===== src/abae_pkg.sv =====
package abae_pkg;

  localparam int CTX_REQ_W = 6;
  localparam int CTX_REQ_N = 1 << CTX_REQ_W;

  localparam int CMD_DEPTH = 2;
  localparam int CMD_PTR_W = 1;
  localparam int OUT_DEPTH = 4;
  localparam int OUT_PTR_W = 2;

  localparam logic [1:0] FUNC_CTX    = 2'd0;
  localparam logic [1:0] FUNC_BYPASS = 2'd1;
  localparam logic [1:0] FUNC_FLUSH  = 2'd2;

  localparam logic CFG_FAST_INERTIA = 1'b0;
  localparam logic CFG_SLOW_INERTIA = 1'b1;

  localparam logic [3:0] FAST_INERTIA_RST = 4'd3;
  localparam logic [3:0] SLOW_INERTIA_RST = 4'd7;

  typedef struct packed {
    logic [1:0]           func;
    logic                 bit_req;
    logic [CTX_REQ_W-1:0] context_req;
  } in_item_t;

  typedef struct packed {
    logic [7:0] out_byte;
    logic       last;
  } out_item_t;

  typedef enum logic [1:0] {
    OP_CTX,
    OP_BYPASS,
    OP_FLUSH
  } op_t;

  typedef struct packed {
    op_t                  op;
    logic                 bit_req;
    logic [CTX_REQ_W-1:0] ctx;
  } cmd_t;

  typedef enum logic [2:0] {
    ST_CLEAR,
    ST_IDLE,
    ST_READ,
    ST_MUL,
    ST_UPD,
    ST_RENORM,
    ST_FL_SEARCH,
    ST_FL_EMIT
  } state_t;

endpackage


===== src/abae_ram.sv =====
module abae_ram #(
  parameter int WIDTH = 28,
  parameter int DEPTH = 64,
  localparam int AW = (DEPTH > 1) ? $clog2(DEPTH) : 1
) (
  input  logic             clk,
  input  logic             we,
  input  logic [AW-1:0]    waddr,
  input  logic [WIDTH-1:0] wdata,
  input  logic             re,
  input  logic [AW-1:0]    raddr,
  output logic [WIDTH-1:0] rdata
);

  logic [WIDTH-1:0] mem [DEPTH];

  always_ff @(posedge clk) begin
    if (we) begin
      mem[waddr] <= wdata;
    end
    if (re) begin
      rdata <= mem[raddr];
    end
  end

endmodule


===== src/abae_front.sv =====
module abae_front #(
  parameter int CONTEXT_COUNT = 64
) (
  input  logic               clk,
  input  logic               rst,
  input  logic               push,
  output logic               full,
  input  abae_pkg::in_item_t item,
  input  logic               hold,
  output logic               cmd_valid,
  output abae_pkg::cmd_t     cmd,
  input  logic               cmd_pop
);

  logic [abae_pkg::CTX_REQ_W-1:0] ctx_map [abae_pkg::CTX_REQ_N];

  for (genvar i = 0; i < abae_pkg::CTX_REQ_N; i++) begin : g_ctx_map
    assign ctx_map[i] = abae_pkg::CTX_REQ_W'(i % CONTEXT_COUNT);
  end

  abae_pkg::cmd_t                  q [abae_pkg::CMD_DEPTH];
  logic [abae_pkg::CMD_PTR_W-1:0]  wr_ptr;
  logic [abae_pkg::CMD_PTR_W-1:0]  rd_ptr;
  logic [abae_pkg::CMD_PTR_W:0]    count;
  abae_pkg::cmd_t                  cmd_in;
  logic                            known;
  logic                            enq;
  logic                            deq;

  always_comb begin
    cmd_in.bit_req = item.bit_req;
    cmd_in.ctx     = ctx_map[item.context_req];
    cmd_in.op      = abae_pkg::OP_CTX;
    known          = 1'b1;
    case (item.func)
      abae_pkg::FUNC_CTX:    cmd_in.op = abae_pkg::OP_CTX;
      abae_pkg::FUNC_BYPASS: cmd_in.op = abae_pkg::OP_BYPASS;
      abae_pkg::FUNC_FLUSH:  cmd_in.op = abae_pkg::OP_FLUSH;
      default:               known     = 1'b0;
    endcase
  end

  assign full      = hold || (count == (abae_pkg::CMD_PTR_W + 1)'(abae_pkg::CMD_DEPTH));
  // drop the unused code at the door
  assign enq       = push && !full && known;
  assign cmd_valid = (count != '0);
  assign deq       = cmd_pop && cmd_valid;
  assign cmd       = q[rd_ptr];

  always_ff @(posedge clk) begin
    if (enq) begin
      q[wr_ptr] <= cmd_in;
    end
  end

  always_ff @(posedge clk) begin
    if (rst) begin
      wr_ptr <= '0;
      rd_ptr <= '0;
      count  <= '0;
    end else begin
      if (enq) begin
        wr_ptr <= (wr_ptr == abae_pkg::CMD_PTR_W'(abae_pkg::CMD_DEPTH - 1)) ? '0 : wr_ptr + 1'b1;
      end
      if (deq) begin
        rd_ptr <= (rd_ptr == abae_pkg::CMD_PTR_W'(abae_pkg::CMD_DEPTH - 1)) ? '0 : rd_ptr + 1'b1;
      end
      case ({enq, deq})
        2'b10:   count <= count + 1'b1;
        2'b01:   count <= count - 1'b1;
        default: count <= count;
      endcase
    end
  end

endmodule


===== src/abae_out_fifo.sv =====
module abae_out_fifo (
  input  logic                clk,
  input  logic                rst,
  input  logic                wr,
  input  abae_pkg::out_item_t wdata,
  output logic                wfull,
  output logic                empty,
  input  logic                pop,
  output abae_pkg::out_item_t result
);

  abae_pkg::out_item_t             mem [abae_pkg::OUT_DEPTH];
  logic [abae_pkg::OUT_PTR_W-1:0]  wr_ptr;
  logic [abae_pkg::OUT_PTR_W-1:0]  rd_ptr;
  logic [abae_pkg::OUT_PTR_W:0]    count;
  logic                            enq;
  logic                            deq;

  assign wfull  = (count == (abae_pkg::OUT_PTR_W + 1)'(abae_pkg::OUT_DEPTH));
  assign empty  = (count == '0);
  assign enq    = wr && !wfull;
  assign deq    = pop && !empty;
  assign result = mem[rd_ptr];

  always_ff @(posedge clk) begin
    if (enq) begin
      mem[wr_ptr] <= wdata;
    end
  end

  always_ff @(posedge clk) begin
    if (rst) begin
      wr_ptr <= '0;
      rd_ptr <= '0;
      count  <= '0;
    end else begin
      if (enq) begin
        wr_ptr <= (wr_ptr == abae_pkg::OUT_PTR_W'(abae_pkg::OUT_DEPTH - 1)) ? '0 : wr_ptr + 1'b1;
      end
      if (deq) begin
        rd_ptr <= (rd_ptr == abae_pkg::OUT_PTR_W'(abae_pkg::OUT_DEPTH - 1)) ? '0 : rd_ptr + 1'b1;
      end
      case ({enq, deq})
        2'b10:   count <= count + 1'b1;
        2'b01:   count <= count - 1'b1;
        default: count <= count;
      endcase
    end
  end

endmodule


===== src/abae_core.sv =====
module abae_core #(
  parameter int CONTEXT_COUNT = 64,
  parameter int PROB_BITS     = 15
) (
  input  logic                clk,
  input  logic                rst,
  input  logic [3:0]          fast_inertia,
  input  logic [3:0]          slow_inertia,
  input  logic                cmd_valid,
  input  abae_pkg::cmd_t      cmd,
  output logic                cmd_pop,
  output logic                clearing,
  output logic                byte_push,
  output abae_pkg::out_item_t byte_data,
  input  logic                fifo_full
);

  localparam int CTX_W  = (CONTEXT_COUNT > 1) ? $clog2(CONTEXT_COUNT) : 1;
  localparam int HALF_W = PROB_BITS - 1;
  localparam int PROD_W = 32 + PROB_BITS;
  localparam logic [PROB_BITS-1:0] PROB_HALF    = PROB_BITS'(1) << (PROB_BITS - 1);
  localparam logic [HALF_W-1:0]    PROB_QUARTER = HALF_W'(1) << (PROB_BITS - 2);

  function automatic logic [3:0] eff_shift(input logic [3:0] s);
    return (s == 4'd0) ? 4'd1 : s;
  endfunction

  function automatic logic [HALF_W-1:0] adapt_half(input logic [HALF_W-1:0] h,
                                                   input logic b,
                                                   input logic [3:0] s);
    logic [PROB_BITS-1:0] diff;
    diff = PROB_HALF - {1'b0, h};
    if (b) begin
      return h + HALF_W'(diff >> s);
    end
    return h - (h >> s);
  endfunction

  abae_pkg::state_t      state;
  abae_pkg::state_t      state_next;
  abae_pkg::op_t         op_r;
  logic                  bit_r;
  logic [CTX_W-1:0]      ctx_r;
  logic [CTX_W-1:0]      clr_idx;
  logic [31:0]           low_bound;
  logic [31:0]           high_bound;
  logic [31:0]           span;
  logic [PROB_BITS-1:0]  prob;
  logic [PROD_W-1:0]     product;
  logic [1:0]            mask_sel;

  logic                  ram_we;
  logic [CTX_W-1:0]      ram_waddr;
  logic [2*HALF_W-1:0]   ram_wdata;
  logic                  ram_re;
  logic [CTX_W-1:0]      ram_raddr;
  logic [2*HALF_W-1:0]   ram_rdata;

  logic [HALF_W-1:0]     fast_h;
  logic [HALF_W-1:0]     slow_h;
  logic [31:0]           xor_bounds;
  logic                  renorm;
  logic [31:0]           split;
  logic [31:0]           mask;
  logic [31:0]           rnd;
  logic                  hit;

  abae_ram #(
    .WIDTH (2 * HALF_W),
    .DEPTH (CONTEXT_COUNT)
  ) u_ram (
    .clk   (clk),
    .we    (ram_we),
    .waddr (ram_waddr),
    .wdata (ram_wdata),
    .re    (ram_re),
    .raddr (ram_raddr),
    .rdata (ram_rdata)
  );

  assign fast_h     = ram_rdata[2*HALF_W-1:HALF_W];
  assign slow_h     = ram_rdata[HALF_W-1:0];
  assign xor_bounds = low_bound ^ high_bound;
  assign renorm     = (xor_bounds[31:24] == 8'h00);
  assign split      = low_bound + product[PROB_BITS +: 32];
  assign mask       = 32'h00ff_ffff >> {mask_sel, 3'b000};
  assign rnd        = (low_bound + mask) & ~mask;
  assign hit        = ((low_bound | mask) != 32'hffff_ffff) && (rnd <= high_bound);

  always_comb begin
    state_next = state;
    case (state)
      abae_pkg::ST_CLEAR: begin
        if (clr_idx == CTX_W'(CONTEXT_COUNT - 1)) begin
          state_next = abae_pkg::ST_IDLE;
        end
      end
      abae_pkg::ST_IDLE: begin
        if (cmd_valid) begin
          case (cmd.op)
            abae_pkg::OP_CTX:    state_next = abae_pkg::ST_READ;
            abae_pkg::OP_BYPASS: state_next = abae_pkg::ST_MUL;
            abae_pkg::OP_FLUSH:  state_next = abae_pkg::ST_FL_SEARCH;
            default:             state_next = abae_pkg::ST_IDLE;
          endcase
        end
      end
      abae_pkg::ST_READ:   state_next = abae_pkg::ST_MUL;
      abae_pkg::ST_MUL:    state_next = abae_pkg::ST_UPD;
      abae_pkg::ST_UPD:    state_next = abae_pkg::ST_RENORM;
      abae_pkg::ST_RENORM: begin
        if (!renorm) begin
          state_next = abae_pkg::ST_IDLE;
        end
      end
      abae_pkg::ST_FL_SEARCH: begin
        if (hit || mask_sel == 2'd2) begin
          state_next = abae_pkg::ST_FL_EMIT;
        end
      end
      abae_pkg::ST_FL_EMIT: begin
        if (low_bound == 32'd0) begin
          state_next = abae_pkg::ST_IDLE;
        end
      end
      default: state_next = abae_pkg::ST_CLEAR;
    endcase
  end

  always_comb begin
    cmd_pop   = 1'b0;
    clearing  = 1'b0;
    ram_we    = 1'b0;
    ram_waddr = ctx_r;
    ram_wdata = {adapt_half(fast_h, bit_r, eff_shift(fast_inertia)),
                 adapt_half(slow_h, bit_r, eff_shift(slow_inertia))};
    ram_re    = 1'b0;
    ram_raddr = CTX_W'(cmd.ctx);
    byte_push = 1'b0;
    byte_data = '{out_byte: low_bound[31:24], last: (xor_bounds[23:16] != 8'h00)};
    case (state)
      abae_pkg::ST_CLEAR: begin
        clearing  = 1'b1;
        ram_we    = 1'b1;
        ram_waddr = clr_idx;
        ram_wdata = {PROB_QUARTER, PROB_QUARTER};
      end
      abae_pkg::ST_IDLE: begin
        cmd_pop = cmd_valid;
        ram_re  = cmd_valid;
      end
      abae_pkg::ST_READ: begin
        ram_we = 1'b1;
      end
      abae_pkg::ST_RENORM: begin
        byte_push = renorm && !fifo_full;
      end
      abae_pkg::ST_FL_EMIT: begin
        byte_push = (low_bound != 32'd0) && !fifo_full;
        byte_data = '{out_byte: low_bound[31:24], last: (low_bound[23:0] == 24'd0)};
      end
      default: begin
      end
    endcase
  end

  always_ff @(posedge clk) begin
    if (rst) begin
      state      <= abae_pkg::ST_CLEAR;
      clr_idx    <= '0;
      low_bound  <= 32'd0;
      high_bound <= 32'hffff_ffff;
      mask_sel   <= 2'd0;
    end else begin
      state <= state_next;
      case (state)
        abae_pkg::ST_CLEAR: begin
          clr_idx <= clr_idx + 1'b1;
        end
        abae_pkg::ST_IDLE: begin
          span <= high_bound - low_bound;
          if (cmd_valid) begin
            op_r     <= cmd.op;
            bit_r    <= cmd.bit_req;
            ctx_r    <= CTX_W'(cmd.ctx);
            prob     <= PROB_HALF;
            mask_sel <= 2'd0;
          end
        end
        abae_pkg::ST_READ: begin
          prob <= {1'b0, fast_h} + {1'b0, slow_h};
        end
        abae_pkg::ST_MUL: begin
          product <= PROD_W'(span) * PROD_W'(prob);
        end
        abae_pkg::ST_UPD: begin
          if (bit_r) begin
            high_bound <= split;
          end else begin
            low_bound <= split + 32'd1;
          end
        end
        abae_pkg::ST_RENORM: begin
          // shift out the settled top byte once the output has room
          if (renorm && !fifo_full) begin
            low_bound  <= {low_bound[23:0], 8'h00};
            high_bound <= {high_bound[23:0], 8'hff};
          end
        end
        abae_pkg::ST_FL_SEARCH: begin
          if (hit) begin
            low_bound <= rnd;
          end else begin
            mask_sel <= mask_sel + 2'd1;
          end
        end
        abae_pkg::ST_FL_EMIT: begin
          // low drains to zero, which is also its reset value
          if (low_bound == 32'd0) begin
            high_bound <= 32'hffff_ffff;
          end else if (!fifo_full) begin
            low_bound <= {low_bound[23:0], 8'h00};
          end
        end
        default: begin
        end
      endcase
    end
  end

  a_push_room: assert property (@(posedge clk) disable iff (rst)
    byte_push |-> !fifo_full)
    else $error("byte pushed into a full output queue");

  a_no_pop_in_clear: assert property (@(posedge clk) disable iff (rst)
    (state == abae_pkg::ST_CLEAR) |-> (!cmd_pop && !byte_push))
    else $error("request taken during the table clearing pass");

  a_flush_restores: assert property (@(posedge clk) disable iff (rst)
    (state == abae_pkg::ST_FL_EMIT && low_bound == 32'd0) |=>
      (state == abae_pkg::ST_IDLE && low_bound == 32'd0 && high_bound == 32'hffff_ffff))
    else $error("flush did not restore the bounds");

  a_ctx_write: assert property (@(posedge clk) disable iff (rst)
    (ram_we && state != abae_pkg::ST_CLEAR) |-> (op_r == abae_pkg::OP_CTX))
    else $error("context table written for a request without a context");

endmodule


===== src/adaptive_binary_arith_encoder.sv =====
// Context-adaptive binary arithmetic encoder. Requests (context bit, bypass
// bit, flush) go in through a queue-style push/full port; compressed bytes,
// most significant first and marked last on the final byte of each request,
// come out of a four-entry queue read with empty/pop. After reset the block
// clears its context table, one entry per cycle, and holds full high
// meanwhile. A small command queue decouples acceptance from the coding
// core, which handles one request at a time: a context bit steps through
// idle, table read, multiply, bound update and renormalisation; a bypass
// bit skips the table read; a flush searches for a rounding point and then
// emits the bytes of the low bound. The core's bound update is serial:
// table read, one registered multiply, then bound update and byte shifting.
module adaptive_binary_arith_encoder #(
  parameter int CONTEXT_COUNT = 64,
  parameter int PROB_BITS     = 15
) (
  input  logic                clk,
  input  logic                rst,
  input  logic                push,
  output logic                full,
  input  abae_pkg::in_item_t  item,
  output logic                empty,
  input  logic                pop,
  output abae_pkg::out_item_t result,
  input  logic                cfg_write,
  input  logic                cfg_index,
  input  logic [3:0]          cfg_data
);

  logic [3:0]          fast_inertia;
  logic [3:0]          slow_inertia;
  logic                clearing;
  logic                cmd_valid;
  abae_pkg::cmd_t      cmd;
  logic                cmd_pop;
  logic                byte_push;
  abae_pkg::out_item_t byte_data;
  logic                fifo_full;

  always_ff @(posedge clk) begin
    if (rst) begin
      fast_inertia <= abae_pkg::FAST_INERTIA_RST;
      slow_inertia <= abae_pkg::SLOW_INERTIA_RST;
    end else if (cfg_write) begin
      case (cfg_index)
        abae_pkg::CFG_FAST_INERTIA: fast_inertia <= cfg_data;
        abae_pkg::CFG_SLOW_INERTIA: slow_inertia <= cfg_data;
        default: begin
        end
      endcase
    end
  end

  abae_front #(
    .CONTEXT_COUNT (CONTEXT_COUNT)
  ) u_front (
    .clk       (clk),
    .rst       (rst),
    .push      (push),
    .full      (full),
    .item      (item),
    .hold      (clearing),
    .cmd_valid (cmd_valid),
    .cmd       (cmd),
    .cmd_pop   (cmd_pop)
  );

  abae_core #(
    .CONTEXT_COUNT (CONTEXT_COUNT),
    .PROB_BITS     (PROB_BITS)
  ) u_core (
    .clk          (clk),
    .rst          (rst),
    .fast_inertia (fast_inertia),
    .slow_inertia (slow_inertia),
    .cmd_valid    (cmd_valid),
    .cmd          (cmd),
    .cmd_pop      (cmd_pop),
    .clearing     (clearing),
    .byte_push    (byte_push),
    .byte_data    (byte_data),
    .fifo_full    (fifo_full)
  );

  abae_out_fifo u_out_fifo (
    .clk    (clk),
    .rst    (rst),
    .wr     (byte_push),
    .wdata  (byte_data),
    .wfull  (fifo_full),
    .empty  (empty),
    .pop    (pop),
    .result (result)
  );

endmodule

===== config.mk =====
export PLATFORM = sky130hd
export DESIGN_NAME = adaptive_binary_arith_encoder
export DESIGN_NICKNAME = d
export VERILOG_FILES = /design/src/abae_pkg.sv /design/src/abae_ram.sv /design/src/abae_front.sv /design/src/abae_out_fifo.sv /design/src/abae_core.sv /design/src/adaptive_binary_arith_encoder.sv
export SDC_FILE = /design/constraint.sdc
export NUM_CORES = 2
export LEC_CHECK = 0
export ABC_AREA = 1
export BUFFER_PORTS_ARGS = -buffer_cell sky130_fd_sc_hd__buf_2
export CORE_UTILIZATION = 25
export CTS_CLUSTER_SIZE = 40
export DETAILED_ROUTE_END_ITERATION = 8
export PLACE_DENSITY = 0.47
export SLEW_MARGIN = 20
export SYNTH_ARGS = -nofsm -noshare
export SYNTH_HDL_FRONTEND = slang
export SYNTH_SLANG_ARGS = --single-unit

===== constraint.sdc =====
create_clock -name clk -period 7.4 [get_ports clk]
set_clock_uncertainty 0.15 [all_clocks]
set_input_delay 1.11 -clock clk [delete_from_list [all_inputs] [get_ports clk]]
set_output_delay 1.11 -clock clk [all_outputs]
set_load 0.1 [all_outputs]

==> impl_metrics.ini <==
[status]
outcome = finished, final reports clean

[sta]
min_period_over_period_pct = 90.8
setup_violations = 0
layout_min_cycle_time_ns = 6.72
rsz0062_at_grt = false
maxSlewHeadroom_pct = 21.3
clock.fmax_mhz = 149
tns_ns = 0
finalHoldViolations = 0
slew_viol_final = 0
worst_pin_slew_ns = 1.18

[place]
gp_congestion = 0.903
place_inst = 16000
post-dp-hpwl_mm = 229
io_buffer_count = 29

[global_route]
grt_pass1_wl_mm = 527
grt_overflow = 0
grt_pass1_vias = 77400
track_usage_pct = 15.9
grt_max_degree = 197
antenna_found_initial = 12

[die]
dieArea_um2 = 439000
io-pin-count = 30
die_x_um = 663
die_y_um = 663
start_util_pct = 25.1
num_rows = 242
core-area_um2 = 435000

[route]
via_per_inst = 4.81
first_pass_iters = 8
wl_mm = 361
vias = 79000
dr.first_iter.drc_count = 6986
postRouteAntennaNets = 0
wl_per_cell_um = 21.9
post-route-drc-count = 0

[power_and_ir_drop]
power_frac_seq_pct = 52.0
leakagePower_uw = 0.0462
power.internal_uw = 19200
p_total_uw = 24300
combPwrFrac_pct = 2.0
power_density_nw_per_um2 = 196
switching_power_uw = 5120
peakVddDrop_mv = 0.192
p_sw_share_pct = 21.1
p_clk_share_pct = 46.1

[synthesis]
yosysWarningCount = 0
netlist.area_leader.share_pct = 53.9
yosys.cell_types.count = 73
yosysSeqAreaShare_pct = 55.7
synth_area_um2 = 109000
synth_cells = 10600
synth-seq-cells = 2057
synth-edff-count = 1960
yosys.area.top_type = edfxtp_1
synth_area_per_cell_um2 = 10.3
async_reset_ff_share_pct = 0
synth.net_count = 11300
synth.area.top_cells = edfxtp_1, fa_1, o21ai_0
synthFlopType = edfxtp_1

[clocking]
cts_tree = built
clock_latency_ns = 0.95
cts_max_level = 4
path_clk_slew_ns = 0.07
cts_inserted_buffers = 227
postCtsSetupRepairBufs = 0
hold_buffers = 0
cts-root-buf = clkbuf_16
cts_resized = 0
cts_buffer_depth = 4
clock-sinks = 2057

[setup_path]
criticalPathCategory = register to register
worstPathMaxFanout = 21
critPathLaunchType = register
max_stage_delay_ns = 0.99
worstPathRequired_ns = 7.88
cp.arrival_ns = 7.20
crit_chain = buf_4, buf_4, nand2_1, inv_1, fa_1, inv_1, fa_1, inv_1, fa_1, fa_1, fa_1, inv_1, fa_1, inv_1, ha_1, a21oi_1, inv_1, nor2_1, o21ai_0, a21oi_1, nand2_1, nand2_1, o21ai_0, xor2_1
cp_slowest_cell = edfxtp_1
end_kind = register
reg2reg_depth = 24

[finish]
fillers = 45300
final_util_pct = 28.6
area_growth_pct = 13.9
drive_gt1_share_pct = 7.34
final_cell_count_no_fill = 16400
nets = 11200

[worst_hold_path]
hp-class = input pin to register
holdPathStages = 1

[job]
drv_cap = 0
-- worst paths after layout --
path                            slack (ns)            endpoint      startpoint
worst max-delay path                  0.68  u_core.product[43]  u_core.prob[3]
worst min-delay path                  0.26     u_front.q[0][6]         item[6]
worst max register to register        0.68  u_core.product[43]  u_core.prob[3]
worst min register to register        0.30      u_front.rd_ptr  u_front.rd_ptr
-- final cells by class --
type                            count  area [µm²]  share of cell area, %
Tap cell                         5734        7170                   5.77
Sequential cell                  2057       60800                   48.9
Antenna cell                       12        30.0                 0.0241
Clock buffer                      284        5960                   4.79
Clock inverter                    123        1220                  0.980
Multi-Input combinational cell   6754       42300                   34.0
Inverter                         1213        4590                   3.69
Timing Repair Buffer              257        2250                   1.81
-- power groups by stage --
stage	logic (µW)	clock network (µW)	registers [µW]
2_1_floorplan	311	0	12900
3_3_place_gp	478	0	12900
3_5_place_dp	477	0	12900
4_1_cts	479	11400	12600
5_1_grt	527	11800	12600
6_report	481	11200	12600
-- metrics by stage --
step	setup slack (ns)	hold WS, ns	cell area (µm²)
after detailed placement	0.703	0.297	117000
after global routing	0.214	0.213	124000
after global placement	0.697	0.286	117000
final	0.682	0.257	124000
after CTS	0.692	0.178	124000
after floorplan	1.05	0.276	109000
-- layout by cell type (no fill, tap or decap), types with 10 or more instances in the layout --
cell | netlist | routed
edfxtp_1 | 1960 | 1960
nand2_1 | 1459 | 1459
nor2_1 | 1362 | 1278
inv_1 | 1189 | 1188
o21ai_0 | 1145 | 1143
nand3_1 | 494 | 492
fa_1 | 394 | 394
ha_1 | 304 | 304
a21oi_1 | 309 | 298
o211ai_1 | 270 | 270
o221ai_1 | 251 | 251
o22ai_1 | 245 | 245
clkbuf_16 | 0 | 230
buf_4 | 6 | 197
dfxtp_1 | 97 | 97
nor2_4 | 5 | 87
nor3_1 | 73 | 72
xor2_1 | 71 | 71
nand4_1 | 70 | 70
clkbuf_1 | 415 | 54
clkinv_2 | 0 | 46
clkinv_1 | 5 | 43
xnor2_1 | 35 | 35
o21ai_1 | 30 | 30
buf_12 | 1 | 30
buf_2 | 90 | 29
nand2_2 | 23 | 23
nor4_1 | 22 | 22
bufinv_16 | 0 | 22
a31oi_1 | 21 | 21
a21o_1 | 20 | 20
nor2_2 | 17 | 19
or2_2 | 17 | 17
inv_2 | 17 | 16
diode_2 | 0 | 12
o21a_1 | 12 | 12
a21oi_4 | 0 | 11
nand3b_1 | 10 | 10
-- cells in the mapped netlist, types with 10 or more instances --
| master | count |
|---|---|
| ha_1 | 304 |
| inv_1 | 1189 |
| o22ai_1 | 245 |
| o21ai_1 | 30 |
| a31oi_1 | 21 |
| xnor2_1 | 35 |
| nor3_1 | 73 |
| a21o_1 | 20 |
| nor2_2 | 17 |
| or2_2 | 17 |
| nand2_2 | 23 |
| buf_1 | 22 |
| nand4_1 | 70 |
| nor4_1 | 22 |
| fa_1 | 394 |
| nand3b_1 | 10 |
| nand3_1 | 494 |
| nand2_1 | 1459 |
| edfxtp_1 | 1960 |
| o221ai_1 | 251 |
| o21a_1 | 12 |
| clkbuf_1 | 415 |
| o211ai_1 | 270 |
| o21ai_0 | 1145 |
| xor2_1 | 71 |
| a21oi_1 | 309 |
| inv_2 | 17 |
| nor2_1 | 1362 |
| dfxtp_1 | 97 |
| buf_6 | 10 |
| buf_2 | 90 |
-- state kept, by name (all words and copies together), names as in the netlist, 3 cells and up, named ones only --
name and count:
u_core.u_ram.mem 1792, u_core.u_ram.rdata 28, u_core.product 32, u_out_fifo.count 3, fast_inertia 4, u_core.clr_idx 6
u_core.prob 15, u_core.state 3, slow_inertia 4, u_front.q 18, u_core.ctx_r 6, u_out_fifo.mem 36
u_core.span 32, u_core.high_bound 32, u_core.low_bound 32
-- worst max-delay path: cells and delay by family (launching register included) --
family                   cells  cell delay, ns
AO/OA/AOI/OAI                4            0.59
XOR/XNOR                     1            0.16
adder cells (fa/ha/maj)      7            3.08
buffers and inverters        8            0.90
flip-flops                   1            0.99
AND/OR/NAND/NOR              4            0.59
-- routing by layer --
layer / routed length [µm] / track usage [%]
met5: 22 / 0
met4: 10900 / 4.55
met3: 20000 / 2.13
met2: 169000 / 26.3
met1: 161000 / 21.6
-- kinds of logic after synthesis --
kind of cell	Yosys count	synth area share [%]
mux	2	0.0183
compound gates	2362	12.9
simple gates	3586	13.6
buf+inv	1758	6.26
flops	2057	55.7
xor+xnor	106	0.851
fa+ha+maj	698	10.7
(Power assumes the default switching activity.)
